<file path="config.mk">
export PLATFORM = sky130hd
export DESIGN_NAME = pva_ram
export DESIGN_NICKNAME = d
export VERILOG_FILES = /design/src/rtl/pva_ram.sv
export SDC_FILE = /design/constraint.sdc
export NUM_CORES = 1
export LEC_CHECK = 0
export ABC_CLOCK_PERIOD_IN_PS = 5710
export BUFFER_PORTS_ARGS = -buffer_cell sky130_fd_sc_hd__clkbuf_2
export CELL_PAD_IN_SITES_DETAIL_PLACEMENT = 0
export CELL_PAD_IN_SITES_GLOBAL_PLACEMENT = 2
export CORE_ASPECT_RATIO = 0.5
export CORE_MARGIN = 2
export CORE_UTILIZATION = 55
export CTS_CLUSTER_DIAMETER = 60
export DETAILED_ROUTE_END_ITERATION = 10
export PLACE_DENSITY = 0.83
export REMOVE_ABC_BUFFERS = 1
export SETUP_SLACK_MARGIN = 0.4
export SYNTH_ARGS = -nofsm -noshare
export SYNTH_HDL_FRONTEND = slang
export SYNTH_SLANG_ARGS = --single-unit
export TNS_END_PERCENT = 10
</file>
<file path="constraint.sdc">
create_clock -name i_clk -period 5.71 [get_ports i_clk]
set_clock_uncertainty 0.1 [all_clocks]
set_input_delay 0.2855 -clock i_clk [delete_from_list [all_inputs] [get_ports i_clk]]
set_output_delay 0.2855 -clock i_clk [all_outputs]
set_load 0.1 [all_outputs]
</file>
<file path="src/rtl/pva_ram.sv">
// Generic simple dual-port RAM with one write port and one registered read port.
`default_nettype none

module pva_ram #(
    parameter int WIDTH = 8,
    parameter int DEPTH = 128
) (
    input  wire logic                     i_clk,
    input  wire logic                     i_wr_en,
    input  wire logic [$clog2(DEPTH)-1:0] i_wr_addr,
    input  wire logic [WIDTH-1:0]         i_wr_data,
    input  wire logic                     i_rd_en,
    input  wire logic [$clog2(DEPTH)-1:0] i_rd_addr,
    output logic      [WIDTH-1:0]         o_rd_data
);

    logic [WIDTH-1:0] r_mem [DEPTH];

    always_ff @(posedge i_clk) begin
        if (i_wr_en) begin
            r_mem[i_wr_addr] <= i_wr_data;
        end
        if (i_rd_en) begin
            o_rd_data <= r_mem[i_rd_addr];
        end
    end

endmodule

`default_nettype wire

</file>
==> results list, run 1 <==
- The run finished with clean final reports.
* Leakage: 13.2 nW
* Final-report hold violation count: 0
- The floorplan step defined a core boundary enclosing 71200 sq um.
* Leading cell type in the layout, fill and taps excluded: sky130_fd_sc_hd__edfxtp_1
- In this run the mean area of a mapped cell was 24.3 sq um.
- During I/O placement, the number of pins put on the boundary was 33.
- Worst Hold Launch: i_wr_data[3]
- Root buf cell: sky130_fd_sc_hd__clkbuf_16
- CTS tree: built
- Cell variety after synth: 16
- Share of synthesized area occupied by flip-flops and latches: 78.0%
- Initial antenna violation count: 2
* Hold-critical path depth: 1
- In this run switching power makes up 21.1% of total power.
- For this configuration, the core starts out at a cell density of 55.8%.
- Measured in cells, the most critical reg-to-reg path has a length of 4.
* Number of global-route vias before repair: 18300
- Global route overflow: 0
- In this run the number of cells on the critical path is 6.
- Clock-pin slew was measured on the worst setup and hold paths at 0.07 ns.
* Post-detailed-routing wire length: 90.4 mm
- Post-layout total power: 14.9 mW
* Synth-to-layout area growth: 10.2%
* Crit. Startpoint: i_rd_addr[0]
* Hold bufs inserted after CTS: 8
- Fraction of final layout cells with drive strength greater than 1: 29.6%
- Final standard cell count with taps included and fillers excluded: 2730
* Cells after Synth: 1635
- In the routed layout, each cell is associated on average with a via count of 6.68.
- The count of nets left with antenna violations once routing finished came out at 0.
* Internal power of the cells: 11.8 mW
* Maximum buffer depth of the clock tree: 3
* Aggregate global-route resource usage: 25.0%
- Starting DRT DRC Count: 2837
- Period utilisation layout: 54.7%
- CP bufs+invs: 2
- Cell-by-cell trace of the critical path: buf_8 -> buf_12 -> mux4_2 -> mux4_2 -> mux4_2 -> mux2_2
- Cell at the slowest stage of the critical path: sky130_fd_sc_hd__mux4_2
- For the worst-skew pair, the clock arrives at the later sink with an insertion delay of 0.66 ns.
- In this run the power spent charging and discharging nets is 3.14 mW.
* Remaining design rule violation count: 0
* Largest net degree at the start of global routing: 118
- Count of standard-cell rows: 69
* Top achievable clock speed: 0.320 GHz
* Crit path kind: input port to register
* Data arrival time of the critical path: 3.42 ns
- Tightest slew margin relative to the limit: 12.8%
* First-pass GRT wire length: 132 mm
- In this run, the clock network consumes 38.2% of the power.
* Crit Path Max Fanout: 55
- For this run, the number of Yosys warnings is 0.
- Width of the die: 384 microns
* Slew Limit Fails: 0
- Counting the buffers created by CTS gives 85.
- Worst R2R Start: r_mem[63][1]$_DFFE_PP_
- Synthesized flop and latch total: 1032
- The most numerous cell type found on the critical path is sky130_fd_sc_hd__mux4_2.
- Setup repair after global routing left no endpoint under its margin.
- CP Capture Type: register
* Fraction of power consumed by sequential logic: 56.3%
- The worst-case IR drop observed on VDD is 0.000227 V.
* H-tree levels: 3
- Across the run, the number of max-cap violations was 0.
- CTS resizes: 0
- Power per standard cell area: 340 nW/um^2
* Number of instances in the placed design: 2568
- The library cells used most frequently in the layout, excluding fill and tap cells, are 1032 x sky130_fd_sc_hd__edfxtp_1, 336 x sky130_fd_sc_hd__mux4_2, 122 x sky130_fd_sc_hd__nor2_1.
* Port-buffer cells: 32
* Number of vias after detailed routing: 18200
* Die span in y: 194 microns
- Detailed placement finished with a half-perimeter wire length of 53.8 mm.
* Gate family responsible for the most delay along the worst path: multiplexers
* Post-layout nets: 1730
- Combinational cells account for 5.4% of the total power.
- Number of failing setup endpoints in the final timing report: 0
- At the end of routability-driven placement, the weighted congestion stood at 0.822.
- For this run, the detailed router's first-pass iteration total came to 5.
- Clock sink count: 1032
- At the pin with the least slew margin, the transition time is 1.30 ns.
* Setup bufs post-CTS: 0
- Area of the mapped netlist: 39700 sq um
* Minimum clock period: 3.12 ns
* Crit path largest cell delay: 0.61 ns
- Wirelength per Cell: 33.1 microns
- Worst Setup Start Kind: input port
- The min-delay analysis places its worst path in the category input port to register.
- Required time reported for the critical path endpoint: 6.00 ns
* Die footprint: 74600 sq um
- Summed over all failing endpoints, the final setup total negative slack is 0 ns.
[synthesized netlist by cell type (all sizes together)]
master | number | area (sq um)
nand2b | 2 | 12.5
nor3 | 9 | 45.0
edfxtp | 1032 | 31000
clkbuf | 44 | 165
mux4 | 336 | 7570
or3 | 1 | 6.26
nand2 | 14 | 52.6
nor2 | 122 | 458
nand3 | 12 | 60.1
buf | 45 | 236
mux2 | 8 | 90.1
nor2b | 7 | 43.8
nand4 | 3 | 18.8
[sequential cells by signal, indices dropped and copies added (netlist names)]
signal / cells
r_mem: 1024
o_rd_data: 8
[cell families after synthesis]
family / Yosys count / synth area share (%)
buf+inv: 89 / 1.01
flops: 1032 / 78.0
mux: 344 / 19.3
simple gates: 170 / 1.75
[per-stage QoR]
step                utilization [%]  hold WS (ns)  instance area (sq um)  setup slack, ns
floorplan                         -         0.284                  39300             3.40
global route                   61.5         0.117                  43800             2.48
finish                         61.5         0.109                  43800             2.59
global placement               57.6         0.512                  41100             1.93
CTS                            61.5        0.0976                  43800             2.58
detailed placement             57.6         0.536                  41100             1.88
[final cells by class]
cell class	count	area [sq um]
Timing Repair Buffer	72	586
Tap cell	958	1200
Clock buffer	109	2260
Sequential cell	1032	31000
Antenna cell	1	2.50
Fill cell	4736	27400
Multi-Input combinational cell	514	8370
Clock inverter	44	394
[metal layers]
layer,part of all wire (%),GRT usage [%]
met3,9.2,4.48
met4,1.6,4.59
met1,41,39.0
met2,48,38.1
met5,0,0
[power by group through the flow]
| stage | logic [mW] | clock network (mW) | registers, mW |
|---|---|---|---|
| 6_report | 0.810 | 5.69 | 8.39 |
| 5_1_grt | 0.847 | 6.05 | 8.39 |
| 4_1_cts | 0.814 | 5.77 | 8.39 |
| 3_5_place_dp | 0.806 | 0 | 8.56 |
| 3_3_place_gp | 0.790 | 0 | 8.56 |
| 2_1_floorplan | 0.322 | 0 | 8.59 |
[path summary, 6_finish.rpt]
check / end / slack, ns
hold / removal: r_mem[116][3]$_DFFE_PP_ / 0.11
setup / recovery: o_rd_data[1]$_DFFE_PP_ / 2.59
setup reg to reg: o_rd_data[1]$_DFFE_PP_ / 3.00
hold reg to reg: o_rd_data[6]$_DFFE_PP_ / 1.13
No activity file was read; power rests on OpenSTA's default activity.
==> run 2: changes to the inputs <==
--- a/config.mk
+++ b/config.mk
@@ -5,16 +5,16 @@
 export SDC_FILE = /design/constraint.sdc
 export NUM_CORES = 1
 export LEC_CHECK = 0
-export ABC_CLOCK_PERIOD_IN_PS = 5710
+export ABC_CLOCK_PERIOD_IN_PS = 2500
 export BUFFER_PORTS_ARGS = -buffer_cell sky130_fd_sc_hd__clkbuf_2
 export CELL_PAD_IN_SITES_DETAIL_PLACEMENT = 0
 export CELL_PAD_IN_SITES_GLOBAL_PLACEMENT = 2
 export CORE_ASPECT_RATIO = 0.5
 export CORE_MARGIN = 2
-export CORE_UTILIZATION = 55
+export CORE_UTILIZATION = 47
 export CTS_CLUSTER_DIAMETER = 60
 export DETAILED_ROUTE_END_ITERATION = 10
-export PLACE_DENSITY = 0.83
+export PLACE_DENSITY = 0.76
 export REMOVE_ABC_BUFFERS = 1
 export SETUP_SLACK_MARGIN = 0.4
 export SYNTH_ARGS = -nofsm -noshare
==> constraint.sdc (replaced) <==
create_clock -name i_clk -period 2.5 [get_ports i_clk]
set_clock_uncertainty 0.1 [all_clocks]
set_input_delay 0.125 -clock i_clk [delete_from_list [all_inputs] [get_ports i_clk]]
set_output_delay 0.125 -clock i_clk [all_outputs]
set_load 0.1 [all_outputs]
==> run 2 against run 1 <==
Count of clock-buffer cells in the layout grew 4. Worst hold slack lost 0.052 ns. Sequential power grew 130%. Die area grew 17%. Critical path depth shrank 2. Clock power grew 150%. Non-clock buffer count grew 219. The run now ends with setup timing left.
==> results list, run 2 (synthesized netlist as in run 1, its figures left out) <==
* Crit path setup slack, layout: -0.197 ns (-2.78 ns)
- Switching power share of the total: 20.5% (-0.53 points)
- Setup repair after global routing missed its margin: yes
* Post-layout total power: 35.4 mW (+140%)
- The fraction of layout cells with a size suffix above 1 is 37.5% (+7.8 points).
- Number of instances in the placed design: 2944 (+15%)
- Leakage: 14.7 nW (+11%)
* Vias/cell: 5.91 (-12%)
* Slew Limit Fails: 0 (unchanged)
- The sequential cell area is 31000 sq um (unchanged).
* Data arrival time of the critical path: 3.00 ns (-0.42 ns)
* Post-layout nets: 1955 (+13%)
- The part of the total power dissipated in the clock network is 40.1% (+1.9 points).
* Largest Register: r_mem
* Final standard cell count with taps included and fillers excluded: 3120 (+14%)
* Initial antenna violation count: 3 (+1)
* Port-buffer cells: 32 (unchanged)
- The cell row count came to 75 (+8.7%).
- In this run the clock root is driven by a sky130_fd_sc_hd__clkbuf_16.
- NetSw: 7.27 mW (+130%)
- Internal power of the cells: 28.2 mW (+140%)
* Wirelength per Cell: 29.5 microns (-11%)
- Maximum buffer depth of the clock tree: 3 (unchanged)
- Half-perimeter wire length after placement: 60.1 mm (+12%)
- Worst-case vdd ir drop: 0.000457 V (+100%)
- The relative slew slack is 34.8% (+22 points).
- Outcome: finished with violations
- The final reports fail on setup timing.
- Total area of multi-input combinational cells: 8360 sq um (-0.15%)
* Total of max-cap violations: 0 (unchanged)
* Number of vias after detailed routing: 18400 (+1.0%)
- The width of the die was 415 microns (+8.1%).
- Final-report hold violation count: 0 (unchanged)
- The worst-margin pin slew came to 0.978 ns (-0.325 ns).
- The placeable core region is 83800 sq um (+18%).
- The level count of the clock H-tree is 3 (unchanged).
- Derived from the worst setup path, the maximum achievable clock frequency is 0.371 GHz.
- Minimum clock period: 2.70 ns
* Commonest cells after routing, fill and taps aside: 1032 x sky130_fd_sc_hd__edfxtp_1, 336 x sky130_fd_sc_hd__mux4_2, 218 x sky130_fd_sc_hd__buf_4
- Die footprint: 87000 sq um (+17%)
- STA classifies the critical path endpoint as a register.
* Antenna Nets Post-Route: 0 (unchanged)
- Number of global-route vias before repair: 18600 (+1.9%)
- Clock sink count: 1032 (unchanged)
- Post-detailed-routing wire length: 92.0 mm (+1.8%)
- Number of buffers added by the clock tree synthesis step: 91 (+7.1%)
- Hold-critical path depth: 1 (unchanged)
- Remaining design rule violation count: 0 (unchanged)
* Period utilisation layout: 108%
- The placer congestion estimate came to 0.816 (-0.74%).
- The clock transition time at the flip-flop clock pins of the worst setup and hold paths was 0.06 ns (about the same).
* First-pass GRT wire length: 133 mm (+1.2%)
- The minimum setup slack after placement was -0.504 ns (-2.38 ns).
- Worst-Skew Late Latency: 0.65 ns (about the same)
- The I/O pin count came to 33 (unchanged).
- The worst reg-to-reg path cell count came to 4 (unchanged).
- Number of flip-flops in the largest register: 1024 (unchanged)
- Global route overflow: 0 (unchanged)
- The worst path required time came to 2.80 ns (-3.20 ns).
* Fin util: 55.4% (-6.1 points)
* Synth-to-layout area growth: 16.8%
* Starting density of the core: 47.4% (-8.4 points)
- The largest registers in the layout are r_mem: 1024 flops, o_rd_data: 8 flops.
- Power per standard cell area: 763 nW/um^2 (+120%)
- The final-layout fill cell count came to 6104 (+29%).
- Die span in y: 210 microns (+8.0%)
* Crit path kind: register to register
- Leading cell type in the layout, fill and taps excluded: sky130_fd_sc_hd__edfxtp_1
- Setup bufs post-CTS: 0 (unchanged)
- Crit Path Max Fanout: 1 (-98%)
* Worst Setup Start Kind: register
- Hold crit path type: input port to register
- The starting DRC count in detailed routing was 2057 (-27%).
- The proportion of power drawn by flip-flops and latches is 54.0% (-2.3 points).
- TritonCTS built the clock tree.
- The total track usage came to 21.4% (-3.5 points).
- The final number of setup-violating endpoints is 8 (+8).
- Pre-antenna DRT Iters: 5 (unchanged)
- Combinational share of power: 5.9% (+0.5 points)
- Largest net degree at the start of global routing: 80 (-32%)
## run 2: final timing paths
| path | from | to | slack, ns |
|---|---|---|---|
| worst min register to register | r_mem[20][1]$_DFFE_PP_ | o_rd_data[1]$_DFFE_PP_ | 1.10 |
| worst max register to register | r_mem[45][3]$_DFFE_PP_ | o_rd_data[3]$_DFFE_PP_ | -0.20 |
| worst min-delay path | i_wr_data[0] | r_mem[5][0]$_DFFE_PP_ | 0.06 |
| worst max-delay path | r_mem[45][3]$_DFFE_PP_ | o_rd_data[3]$_DFFE_PP_ | -0.20 |
## run 2: per-stage QoR
| step | TNS, ns | hold WS, ns | instance area [sq um] |
|---|---|---|---|
| final | -1.36 | 0.0575 | 46400 |
| after global routing | -1.61 | 0.0837 | 46400 |
| after CTS | -1.30 | -0.0653 | 46400 |
| after detailed placement | -3.92 | 0.447 | 43300 |
| after global placement | -3.93 | 0.448 | 43300 |
| after floorplan | 0 | 0.124 | 39300 |
## run 2: power groups by stage
stage	Sequential [mW]	Combinational (mW)	Clock, mW
4_1_cts	19.1	2.11	14.5
3_5_place_dp	19.5	2.09	0
6_report	19.1	2.08	14.2
3_3_place_gp	19.5	2.07	0
5_1_grt	19.1	2.19	15.1
2_1_floorplan	19.6	0.734	0
## run 2: final cells by class
cell class,instances,share of cell area [%]
Clock buffer,113,5.26
Sequential cell,1032,66.7
Clock inverter,53,1.18
Antenna cell,1,0.00539
Timing Repair Buffer,291,5.81
Tap cell,1116,3.01
Multi-Input combinational cell,514,18.0
## run 2: metal layers
metal	up-vias	global-route usage [%]	share of wire [%]
met5	-	0	0
met4	0	4.93	2.0
met3	123	4.21	7.1
met2	666	34.0	48
met1	10000	31.3	42
li1	7617	-	-
## run 2: what timing repair did
item,4_1_cts,5_1_grt
hold buffers,8,1
hold endpoints to repair,260,8
gates resized for setup,1,1
setup endpoints to repair,8,8
## run 2: critical path: stages (launching register included)
cell	delay, ns
sky130_fd_sc_hd__edfxtp_1	0.37
sky130_fd_sc_hd__mux4_2	0.55
sky130_fd_sc_hd__mux4_2	0.58
sky130_fd_sc_hd__mux4_2	0.57
sky130_fd_sc_hd__mux2_4	0.28
==> run 3: changes to the inputs <==
--- a/config.mk
+++ b/config.mk
@@ -7,14 +7,12 @@
 export LEC_CHECK = 0
 export ABC_CLOCK_PERIOD_IN_PS = 2500
 export BUFFER_PORTS_ARGS = -buffer_cell sky130_fd_sc_hd__clkbuf_2
-export CELL_PAD_IN_SITES_DETAIL_PLACEMENT = 0
-export CELL_PAD_IN_SITES_GLOBAL_PLACEMENT = 2
 export CORE_ASPECT_RATIO = 0.5
 export CORE_MARGIN = 2
-export CORE_UTILIZATION = 47
+export CORE_UTILIZATION = 55
 export CTS_CLUSTER_DIAMETER = 60
 export DETAILED_ROUTE_END_ITERATION = 10
-export PLACE_DENSITY = 0.76
+export PLACE_DENSITY = 0.74
 export REMOVE_ABC_BUFFERS = 1
 export SETUP_SLACK_MARGIN = 0.4
 export SYNTH_ARGS = -nofsm -noshare
==> run 3 against run 2 <==
The run still ends with setup timing left. Worst hold slack gained 0.0095 ns. Count of clock-buffer cells in the layout shrank 11. Design area shrank 0.69%. Via count grew 3.3%. Critical path type unchanged. Largest cell class unchanged.
==> results list, run 3 (synthesized netlist as in run 1, its figures left out) <==
- Number of global-route vias before repair: 19100 (+2.8%)
- Number of instances in the placed design: 2784 (-5.4%)
- Largest Register: r_mem
* Aggregate global-route resource usage: 25.3% (+3.8 points)
- The pin count of the biggest net entering global routing came to 92 (+15%).
- Measured slew at the worst slew-check pin: 0.738 ns (-0.241 ns)
* Final antenna diode count: 0 (-1)
* Number of filler cells placed in the layout: 4383 (-28%)
- The half-perimeter wire length of the detailed placement result was 58.7 mm (-2.3%).
- Worst-Skew Late Latency: 0.65 ns (about the same)
- The fraction of layout cells with a size suffix above 1 came to 37.5% (+0.038 points).
- The worst path required time is 2.80 ns (about the same).
* Total of max-cap violations: 0 (unchanged)
- Slew Limit Fails: 0 (unchanged)
- Post-detailed-routing wire length: 91.7 mm (-0.41%)
- The height of the die was 194 microns (-7.4%).
* Width of the die: 384 microns (-7.5%)
- By startpoint and endpoint, the worst setup path is classified as register to register.
- Final Hold Slack: 0.0670 ns (+0.00948 ns)
* Setup slack of the most critical reg-to-reg path: -0.14 ns (+0.05 ns)
- Root buf cell: sky130_fd_sc_hd__clkbuf_16
* Leading cell type in the layout, fill and taps excluded: sky130_fd_sc_hd__edfxtp_1
* Setup TNS after final layout: -0.998 ns (+0.365 ns)
- The relative slew slack was 50.8% (+16 points).
- The placer congestion estimate came to 0.839 (+2.9%).
- Largest registers ranked by flip-flop count: r_mem: 1024 flops, o_rd_data: 8 flops
- The power density over the cells is 756 nW/um^2 (-0.88%).
- The starting utilization of the core area is 55.8% (+8.4 points).
- End point of the worst hold path: r_mem[123][3]$_DFFE_PP_
* Vias/cell: 6.45 (+9.2%)
* I/O Pins: 33 (unchanged)
* Antenna Nets Post-Route: 0 (unchanged)
* H-tree levels: 3 (unchanged)
- Post-layout total power: 34.9 mW (-1.6%)
* Top achievable clock speed: 0.378 GHz (+2.0%)
* Hold-critical path depth: 4 (+3)
* Crit path setup slack, layout: -0.144 ns (+0.0528 ns)
* Fin util: 64.8% (+9.3 points)
- Crit Path Max Fanout: 1 (unchanged)
- The sink count of the clock tree was 1032 (unchanged).
- Minimum clock period: 2.64 ns (-0.0528 ns)
- The post-detailed-route DRC marker count was 0 (unchanged).
- The combined area of the multi-input logic cells was 8370 sq um (about the same).
- The cell row count is 69 (-8.0%).
* Setup repair after global routing missed its margin: yes
* CP Capture Type: register
* Post-layout nets: 1951 (-0.20%)
- The placeable core region was 71200 sq um (-15%).
- The number of detailed-route iterations in the first pass was 5 (unchanged).
- Worst Setup Start Kind: register
* Die footprint: 74600 sq um (-14%)
- The sequential cell area came to 31000 sq um (unchanged).
* Cell area after layout: 46100 sq um (-0.69%)
* Failing checks: setup timing
- The initial antenna violation count came to 1 (-2).
- The top cell types in the final layout, fill and taps aside, are 1032 x sky130_fd_sc_hd__edfxtp_1, 336 x sky130_fd_sc_hd__mux4_2, 213 x sky130_fd_sc_hd__buf_4.
- The first-pass GRT wire length came to 135 mm (+1.2%).
- Leakage: 14.7 nW (-0.35%)
- Port-buffer cells: 32 (unchanged)
- Hold crit path type: input port to register
* Worst R2R End: o_rd_data[4]$_DFFE_PP_
* Number of flip-flops in the largest register: 1024 (unchanged)
- Worst-case vdd ir drop: 0.000484 V (+6.0%)
- CTS tree: built
- Final-report hold violation count: 0 (unchanged)
* Maximum buffer depth of the clock tree: 3 (unchanged)
- The starting DRC count in detailed routing came to 2756 (+34%).
* Outcome: finished with violations
- Cell count of the worst reg-to-reg path: 4 (unchanged)
- Final standard cell count with taps included and fillers excluded: 2951 (-5.4%)
- The final number of setup-violating endpoints came to 8 (unchanged).
* Cell area reported after detailed placement: 43200 sq um (-0.44%)
* Clk pin slew, worst setup/hold paths: 0.07 ns (about the same)
- Wirelength per Cell: 31.1 microns (+5.3%)
* Global route overflow: 0 (unchanged)
- Period utilisation layout: 106% (-2.1 points)
* Worst R2R Start: r_mem[119][4]$_DFFE_PP_
- Worst Hold Launch: i_wr_addr[2]
* Number of buffers added by the clock tree synthesis step: 86 (-5.5%)
- The minimum setup slack after placement was -0.579 ns (-0.0755 ns).
- Synth-to-layout area growth: 16.0%
* Data arrival time of the critical path: 2.95 ns (-0.05 ns)
- Number of vias after detailed routing: 19000 (+3.3%)
-- run 3: cell count changes in the layout (fill, tap and decap cells not counted), sizes merged, moves of 2 or more --
cell and change:
buf -2, clkbuf -11, dlygate4sd3 +3, clkinv -2, inv +4
-- run 3: routing by layer --
metal  part of all wire (%)  global-route usage (%)
met1                     41                    38.4
met2                     48                    38.6
met3                    9.5                    4.94
met4                    2.1                    6.04
met5                      0                       0
-- run 3: power by group --
| part | total (mW) | leakage, nW | internal [mW] | switching, mW |
|---|---|---|---|---|
| Clock | 13.7 | 1.39 | 7.66 | 5.99 |
| Sequential | 19.1 | 9.28 | 19.1 | 0.0337 |
| Combinational | 2.08 | 3.99 | 0.886 | 1.19 |
| Total | 34.9 | 14.7 | 27.7 | 7.22 |
-- run 3: cell type report --
cell class                 count  share of cell area [%]
clock inverter                53                    1.20
sequential                  1032                    67.2
tap                          958                    2.60
multi-input combinational    514                    18.1
timing repair buffer         292                    5.93
clock buffer                 102                    4.93
-- run 3: critical path, cell delays in order, from the launching register on --
cell and delay [ns]:
sky130_fd_sc_hd__edfxtp_1 0.37, sky130_fd_sc_hd__mux4_2 0.52, sky130_fd_sc_hd__mux4_2 0.59, sky130_fd_sc_hd__mux4_2 0.54, sky130_fd_sc_hd__mux2_2 0.28
-- run 3: timing repair --
action | CTS | global route
pin swaps | 0 | 0
endpoints found under the setup margin | 8 | 8
setup buffers | 0 | 0
gates resized for setup | 1 | 3
endpoints found under the hold margin | 359 | 0
hold buffers | 12 | 0
-- run 3: worst max-delay path by stage --
stage,start,end,slack (ns)
2_1_floorplan,r_mem[127][0]$_DFFE_PP_,o_rd_data[0]$_DFFE_PP_,0.19
3_3_place_gp,i_rd_addr[0],o_rd_data[1]$_DFFE_PP_,-0.57
3_5_place_dp,i_rd_addr[0],o_rd_data[1]$_DFFE_PP_,-0.58
4_1_cts,r_mem[23][4]$_DFFE_PP_,o_rd_data[4]$_DFFE_PP_,-0.14
5_1_grt,r_mem[23][4]$_DFFE_PP_,o_rd_data[4]$_DFFE_PP_,-0.17
6_report,r_mem[119][4]$_DFFE_PP_,o_rd_data[4]$_DFFE_PP_,-0.14
